[config.mk]
export PLATFORM = sky130hd
export DESIGN_NAME = dxt1_subblock_decoder
export DESIGN_NICKNAME = d
export VERILOG_FILES = /design/src/hw/rtl/dxt1_pkg.sv /design/src/hw/rtl/dxt1_front.sv /design/src/hw/rtl/dxt1_queue.sv /design/src/hw/rtl/dxt1_back.sv /design/src/hw/rtl/dxt1_subblock_decoder.sv
export SDC_FILE = /design/constraint.sdc
export NUM_CORES = 1
export LEC_CHECK = 0
export ABC_CLOCK_PERIOD_IN_PS = 6200
export BUFFER_PORTS_ARGS = -buffer_cell sky130_fd_sc_hd__buf_2
export CAP_MARGIN = 10
export CORE_MARGIN = 2
export CORE_UTILIZATION = 28
export DETAILED_ROUTE_END_ITERATION = 6
export GPL_TIMING_DRIVEN = 0
export HOLD_SLACK_MARGIN = 0.02
export SYNTH_ARGS = -nofsm -noshare
export SYNTH_HDL_FRONTEND = slang
export SYNTH_SLANG_ARGS = --single-unit
export TNS_END_PERCENT = 20
[constraint.sdc]
create_clock -name clk -period 6.2 [get_ports clk]
set_input_delay 1.24 -clock clk [delete_from_list [all_inputs] [get_ports clk]]
set_output_delay 1.24 -clock clk [all_outputs]
set_load 0.05 [all_outputs]
[src/hw/rtl/dxt1_pkg.sv]
// Shared types, constants and helper functions for the DXT1 sub-block decoder.
// Depends on nothing; every other file of the block imports it.
package dxt1_pkg;

    localparam int QUEUE_DEPTH = 2;
    localparam int QPTR_W      = $clog2(QUEUE_DEPTH);
    localparam int QCNT_W      = $clog2(QUEUE_DEPTH + 1);

    // Field masks of an RGB565 color.
    localparam logic [15:0] MASK_R = 16'hF800;
    localparam logic [15:0] MASK_G = 16'h07E0;
    localparam logic [15:0] MASK_B = 16'h001F;

    localparam logic [7:0] ALPHA_OPAQUE = 8'hFF;
    localparam logic [7:0] ALPHA_CLEAR  = 8'h00;

    // Reciprocal of three in 11 fractional bits; exact for sums up to 765.
    localparam logic [9:0] RECIP3     = 10'd683;
    localparam int         RECIP3_SHR = 11;

    localparam logic [1:0] LAST_ROW_NUM = 2'd3;

    typedef logic [31:0] pixel_t;

    // One decoded sub-block waiting for the row emitter.
    typedef struct packed {
        pixel_t [3:0] palette;
        logic [31:0]  index_bits;
    } dxt1_entry_t;

    // Queue status seen by the back end and the top level.
    typedef struct packed {
        logic full;
        logic empty;
    } dxt1_qstat_t;

    // Divide a blend sum of at most 765 by three.
    function automatic logic [7:0] div3(input logic [9:0] v);
        logic [19:0] prod;
        begin
            prod = v * RECIP3;
            div3 = prod[RECIP3_SHR +: 8];
        end
    endfunction

    // Expand RGB565 to RGBA8 by plain left shifts, alpha opaque.
    function automatic pixel_t expand565(input logic [15:0] c);
        logic [15:0] r;
        logic [15:0] g;
        logic [15:0] b;
        begin
            r = c & MASK_R;
            g = c & MASK_G;
            b = c & MASK_B;
            expand565 = {r[15:11], 3'b000, g[10:5], 2'b00, b[4:0], 3'b000,
                         ALPHA_OPAQUE};
        end
    endfunction

endpackage

[src/hw/rtl/dxt1_front.sv]
// Front end: expands the endpoints and builds the four-entry palette.
// Depends on dxt1_pkg.
module dxt1_front
    import dxt1_pkg::*;
(
    input  logic [15:0] color_a,
    input  logic [15:0] color_b,
    input  logic [31:0] index_bits,
    output dxt1_entry_t entry
);

    pixel_t     pa;
    pixel_t     pb;
    logic       four_color;
    pixel_t     pal2;
    pixel_t     pal3;

    assign pa         = expand565(color_a);
    assign pb         = expand565(color_b);
    assign four_color = color_a > color_b;

    always_comb
    begin
        logic [9:0] ca;
        logic [9:0] cb;
        pal2 = '0;
        pal3 = '0;
        for (int ch = 1; ch < 4; ch++) begin
            ca = {2'b00, pa[ch*8 +: 8]};
            cb = {2'b00, pb[ch*8 +: 8]};
            if (four_color) begin
                pal2[ch*8 +: 8] = div3((ca << 1) + cb);
            end else begin
                pal2[ch*8 +: 8] = 8'((ca + cb) >> 1);
            end
            pal3[ch*8 +: 8] = div3(ca + (cb << 1));
        end
        pal2[7:0] = ALPHA_OPAQUE;
        pal3[7:0] = four_color ? ALPHA_OPAQUE : ALPHA_CLEAR;
    end

    assign entry.palette    = {pal3, pal2, pb, pa};
    assign entry.index_bits = index_bits;

endmodule

[src/hw/rtl/dxt1_queue.sv]
// Short queue of decoded sub-blocks between the front and back ends.
// Depends on dxt1_pkg.
module dxt1_queue
    import dxt1_pkg::*;
(
    input  logic        clk,
    input  logic        rst_n,
    input  logic        push,
    input  dxt1_entry_t push_entry,
    input  logic        pop,
    output dxt1_entry_t head,
    output dxt1_qstat_t stat
);

    dxt1_entry_t             slots_reg [QUEUE_DEPTH];
    logic [QPTR_W-1:0]       wr_ptr_reg;
    logic [QPTR_W-1:0]       rd_ptr_reg;
    logic [QCNT_W-1:0]       count_reg;
    logic [QCNT_W-1:0]       count_next;

    always_ff @(posedge clk)
    begin
        if (push) begin
            slots_reg[wr_ptr_reg] <= push_entry;
        end
    end

    always_comb
    begin
        count_next = count_reg;
        if (push && !pop) begin
            count_next = count_reg + 1'b1;
        end else if (pop && !push) begin
            count_next = count_reg - 1'b1;
        end
    end

    always_ff @(posedge clk or negedge rst_n)
    begin
        if (!rst_n) begin
            wr_ptr_reg <= '0;
            rd_ptr_reg <= '0;
            count_reg  <= '0;
        end else begin
            if (push) begin
                wr_ptr_reg <= (wr_ptr_reg == QPTR_W'(QUEUE_DEPTH - 1)) ? '0
                                                                       : wr_ptr_reg + 1'b1;
            end
            if (pop) begin
                rd_ptr_reg <= (rd_ptr_reg == QPTR_W'(QUEUE_DEPTH - 1)) ? '0
                                                                       : rd_ptr_reg + 1'b1;
            end
            count_reg <= count_next;
        end
    end

    assign head       = slots_reg[rd_ptr_reg];
    assign stat.full  = count_reg == QCNT_W'(QUEUE_DEPTH);
    assign stat.empty = count_reg == '0;

endmodule

[src/hw/rtl/dxt1_back.sv]
// Back end: while the queue holds an item, registers one head row per cycle.
// Depends on dxt1_pkg.
module dxt1_back
    import dxt1_pkg::*;
(
    input  logic        clk,
    input  logic        rst_n,
    input  dxt1_entry_t head,
    input  dxt1_qstat_t stat,
    output logic        pop,
    output logic        result_valid,
    output pixel_t      pixel_left,
    output pixel_t      pixel_mid_left,
    output pixel_t      pixel_mid_right,
    output pixel_t      pixel_right,
    output logic [1:0]  row_number,
    output logic        last_row
);

    logic [1:0]   row_reg;
    logic         valid_reg;
    pixel_t [3:0] pix_reg;
    pixel_t [3:0] pix_next;
    logic [1:0]   row_out_reg;
    logic         last_reg;
    logic [7:0]   row_bits;

    // Row 0 uses the top byte of the index word.
    always_comb
    begin
        case (row_reg)
            2'd0:    row_bits = head.index_bits[31:24];
            2'd1:    row_bits = head.index_bits[23:16];
            2'd2:    row_bits = head.index_bits[15:8];
            default: row_bits = head.index_bits[7:0];
        endcase
        for (int c = 0; c < 4; c++) begin
            pix_next[c] = head.palette[row_bits[7 - 2*c -: 2]];
        end
    end

    assign pop = !stat.empty && (row_reg == LAST_ROW_NUM);

    always_ff @(posedge clk or negedge rst_n)
    begin
        if (!rst_n) begin
            row_reg   <= '0;
            valid_reg <= 1'b0;
        end else begin
            valid_reg <= !stat.empty;
            if (!stat.empty) begin
                row_reg <= row_reg + 1'b1;
            end
        end
    end

    always_ff @(posedge clk)
    begin
        if (!stat.empty) begin
            pix_reg     <= pix_next;
            row_out_reg <= row_reg;
            last_reg    <= row_reg == LAST_ROW_NUM;
        end
    end

    assign result_valid    = valid_reg;
    assign pixel_left      = pix_reg[0];
    assign pixel_mid_left  = pix_reg[1];
    assign pixel_mid_right = pix_reg[2];
    assign pixel_right     = pix_reg[3];
    assign row_number      = row_out_reg;
    assign last_row        = last_reg;

endmodule

[src/hw/rtl/dxt1_subblock_decoder.sv]
// DXT1 sub-block decoder top level: one 4x4 sub-block in, four row results out.
// An item taken into an empty queue is written to a slot, and its first row is then
// registered in the back end. Rows go out one per cycle while an item is queued;
// a new item can be taken before the last is done. Asynchronous active-low reset
// empties the queue and clears the strobe; the receiver cannot stall the results.
// Depends on dxt1_pkg, dxt1_front, dxt1_queue and dxt1_back.
module dxt1_subblock_decoder
    import dxt1_pkg::*;
(
    input  logic        clk,
    input  logic        rst_n,
    input  logic        start,
    output logic        busy,
    input  logic [15:0] color_a,
    input  logic [15:0] color_b,
    input  logic [31:0] index_bits,
    output logic        result_valid,
    output logic [31:0] pixel_left,
    output logic [31:0] pixel_mid_left,
    output logic [31:0] pixel_mid_right,
    output logic [31:0] pixel_right,
    output logic [1:0]  row_number,
    output logic        last_row
);

    // The front end builds the full palette in the accept cycle, so the queue
    // holds a ready-to-emit sub-block and the back end only selects per pixel.
    dxt1_entry_t front_entry;
    dxt1_entry_t head;
    dxt1_qstat_t stat;
    logic        push;
    logic        pop;

    // An item is taken whenever the queue has a free slot; with two slots the
    // front can take the next sub-block while the back end still emits rows.
    assign busy = stat.full;
    assign push = start && !busy;

    dxt1_front u_front (
        .color_a    (color_a),
        .color_b    (color_b),
        .index_bits (index_bits),
        .entry      (front_entry)
    );

    dxt1_queue u_queue (
        .clk        (clk),
        .rst_n      (rst_n),
        .push       (push),
        .push_entry (front_entry),
        .pop        (pop),
        .head       (head),
        .stat       (stat)
    );

    // The back end sends rows 0 to 3 on consecutive cycles and frees the slot
    // together with the last row.
    dxt1_back u_back (
        .clk             (clk),
        .rst_n           (rst_n),
        .head            (head),
        .stat            (stat),
        .pop             (pop),
        .result_valid    (result_valid),
        .pixel_left      (pixel_left),
        .pixel_mid_left  (pixel_mid_left),
        .pixel_mid_right (pixel_mid_right),
        .pixel_right     (pixel_right),
        .row_number      (row_number),
        .last_row        (last_row)
    );

    // Rows after the first follow their predecessor directly.
    a_rows_consecutive: assert property (@(posedge clk) disable iff (!rst_n)
        result_valid && row_number != 2'd0 |->
            $past(result_valid) && $past(row_number) == row_number - 2'd1)
        else $error("row result without its preceding row");

    // An item taken into an empty queue passes the queue slot and the back-end row
    // registers, and is then strobed as row 0.
    a_empty_accept: assert property (@(posedge clk) disable iff (!rst_n)
        push && stat.empty |-> ##2 (result_valid && row_number == 2'd0))
        else $error("accepted item did not start at row 0");

    // The last-row mark goes only with the fourth row.
    a_last_mark: assert property (@(posedge clk) disable iff (!rst_n)
        result_valid |-> last_row == (row_number == LAST_ROW_NUM))
        else $error("last_row mark out of step with row_number");

    // A slot is freed only while rows are being emitted.
    a_pop_nonempty: assert property (@(posedge clk) disable iff (!rst_n)
        pop |-> !stat.empty)
        else $error("queue popped while empty");

endmodule

==> flow_summary.ini <==
[routing]
route.detailed.drc = 0
viasPerCell = 4.91
vias = 16300
dr.pass1.iters = 5
drt-initial-drc-count = 1206
wirelength_um = 65400
drtAntennaViolNets = 0
wire_per_inst_um = 19.7

[timing]
fmax_mhz = 166
setup_tns_ns = 0
slew_headroom_pct = 34.6
setup_viol = 0
setup_slack_ns = 0.170
finalCriticalPeriod_ns = 6.03
drv_slew = 0
period_share_pct = 97.3
finClkSkew_ns = 0.0338
finalHoldViolCount = 0
worstMarginPinSlew_ns = 0.981

[logic_synthesis]
synthesis.nets = 2451
synth_seq_area_share_pct = 43.4
synth_area_mm2 = 0.0232
yosys.area.top_type = edfxtp_1
synth.area.top_cells = edfxtp_1 43%, ha_1 19%, fa_1 6.0%, inv_1 2.8%, xnor2_1 2.7%
synth.distinct_cells = 60
synth_edf_count = 329
avgSynthCellArea_um2 = 11.9
synthFlopType = edfxtp_1
ys_ff_latch = 336
postSynthCellCount = 1954
async_flop_share_pct = 2.08
netlist.area_leader.share_pct = 42.6
yosys_warnings = 0

[clock_network]
ctsHoldBuffers = 0
cts_made_buffers = 39
cts_root_buffer = clkbuf_16
cts_tree = done
htreeDepth = 2
clk_latency_ns = 0.57
cts.sinks = 336
clkSlewWorstSetupHoldPaths_ns = 0.06
clk_path_buf_depth = 3

[floorplan]
core_mm2 = 0.0821
num_rows = 105
die_h_um = 292
initial_core_util_pct = 28.2
die-width_um = 292
ioPinCount = 200
dieArea_mm2 = 0.0852

[place]
dp_slack_ns = -1.03
gp_congestion = 0.883
io_buffers = 199
dpl.hpwl_um = 50700
dp_cells = 3230

[cells_and_area]
final_cell_mix = 361 x ha_1, 329 x edfxtp_1, 225 x buf_2, 169 x inv_1, 148 x nand2_1
area_growth_pct = 18.1
drive_above_1_share_pct = 19.1
layout_commonest_cell = ha_1
largest_register_ffs = 226
instances_no_fill = 3314
utilization_pct = 33.4
fin_nets = 2706

[grt]
antenna_found_initial = 12
grt_start_max_net_pins = 71
grt_pass1_wl_um = 97600
grt.overflow.total = 0
grt_pass1_vias = 16000
grtUsageTotal_pct = 15.0

[critical_path]
path_max_fanout = 8
crit_required_ns = 6.49
reg2regPathDepth = 9
path_common_cell = ha_1
worstReg2RegEnd = u_back.pixel_mid_left[27]
startpoint_type = input pin
ff2ff_setup_slack_ns = 2.88
startpoint = color_a[0]
end_kind = flip-flop
worst_ep_arrival_time_ns = 6.32
slowest_stage = fa_1
crit_path_end = u_queue.slots_reg[0][64]
path_class = input pin to flip-flop
r2r_start = u_back.row_reg[0]
crit_chain = buf_2 -> ha_1 -> fa_1 -> a21o_1 -> a21oi_1 -> xor2_1 -> inv_1 -> ha_1 -> ha_1 -> ha_1 -> inv_1 -> fa_1 -> inv_1 -> fa_1 -> ha_1 -> o211ai_1 -> a211oi_2 -> or3_4 -> xnor2_1 -> nor3_1
critPathMaxStageDelay_ns = 0.49

[flow_run]
max-cap-violations = 0

[run_status]
outcome = finished clean

[min_path]
hold_path_class = flip-flop to flip-flop
through the flow:
stage	hold slack, ns	instance area, µm²
6_report	0.506	27400
4_1_cts	0.514	27100
3_5_place_dp	0.501	25700
2_1_floorplan	0.464	23200
3_3_place_gp	0.481	25500
5_1_grt	0.536	27400
metal layers:
| layer | global-route usage (%) | vias to the layer above | share of wire, % |
|---|---|---|---|
| met1 | 20.6 | 7814 | 45 |
| met5 | 0 | - | 0.14 |
| met3 | 3.47 | 103 | 8.5 |
| li1 | - | 7706 | - |
| met4 | 4.17 | 16 | 2.4 |
| met2 | 23.6 | 631 | 44 |
layout make-up:
type                            count  area, µm²
Multi-Input combinational cell   1351      12200
Clock buffer                       43       1010
Antenna cell                        5       12.5
Fill cell                        8109      54700
Sequential cell                   336      10100
Buffer                             97        514
Tap cell                         1070       1340
Inverter                          170        641
Timing Repair Buffer              214       1220
Clock inverter                     28        375
cell families (layout without fill, tap and decap cells):
kind of cell,count (synthesis),after routing,share of synthesized area [%]
AOI/OAI and AO/OA,420,420,11.6
other,0,5,0
DFF,336,336,43.4
buffers and inverters,267,552,4.97
and+or+nand+nor,292,292,5.51
xor gates and xnor gates,102,102,3.85
muxes,107,107,5.33
adders and majority gates,430,430,25.4
critical path, delay by kind of cell:
kind,cells,cell delay (ns)
AOI/OAI and AO/OA,4,0.67
and+or+nand+nor,2,0.51
adders and majority gates,8,2.85
xor gates and xnor gates,2,0.63
buffers and inverters,4,0.40
synthesized netlist by cell type (all sizes together), types with 2 or more instances:
library cell / instances
o21bai: 16
mux2: 43
buf: 62
ha: 361
or2: 4
o21a: 12
nor4: 2
xnor2: 72
a211oi: 35
nor2: 71
o211ai: 67
a221oi: 6
fa: 69
nor3: 14
o31a: 3
nand4: 9
o21ai: 154
mux4: 8
nor2b: 6
a41oi: 4
and3: 6
nand2: 148
mux2i: 56
a21o: 21
edfxtp: 329
xor2: 30
nand2b: 7
o2111ai: 3
a41o: 2
a222oi: 16
a21oi: 64
nand3b: 2
inv: 170
dfrtp: 7
clkbuf: 35
a31oi: 5
nand3: 13
and2: 3
and4: 4
o311ai: 3
worst min-delay path by stage:
stage                    startpoint              endpoint  slack [ns]  cells after the start
2_1_floorplan  u_queue.count_reg[1]  u_queue.count_reg[1]        0.46                      1
3_3_place_gp   u_queue.count_reg[1]  u_queue.count_reg[1]        0.48                      1
3_5_place_dp      u_back.row_reg[1]  u_back.row_number[1]        0.50                      0
4_1_cts        u_queue.count_reg[1]  u_queue.count_reg[1]        0.51                      1
5_1_grt                       rst_n     u_back.row_reg[1]        0.54                      1
6_report       u_queue.count_reg[1]  u_queue.count_reg[1]        0.51                      1
what timing repair did:
action                                  in CTS  in global routing
setup buffers                                2                  5
endpoints found under the hold margin        0                  0
endpoints found under the setup margin      40                 66
pin swaps                                    2                  7
resized for setup                            9                 37
Power is not shown: default switching activity piles up to over one toggle a cycle in this logic, so the estimate is an artifact.
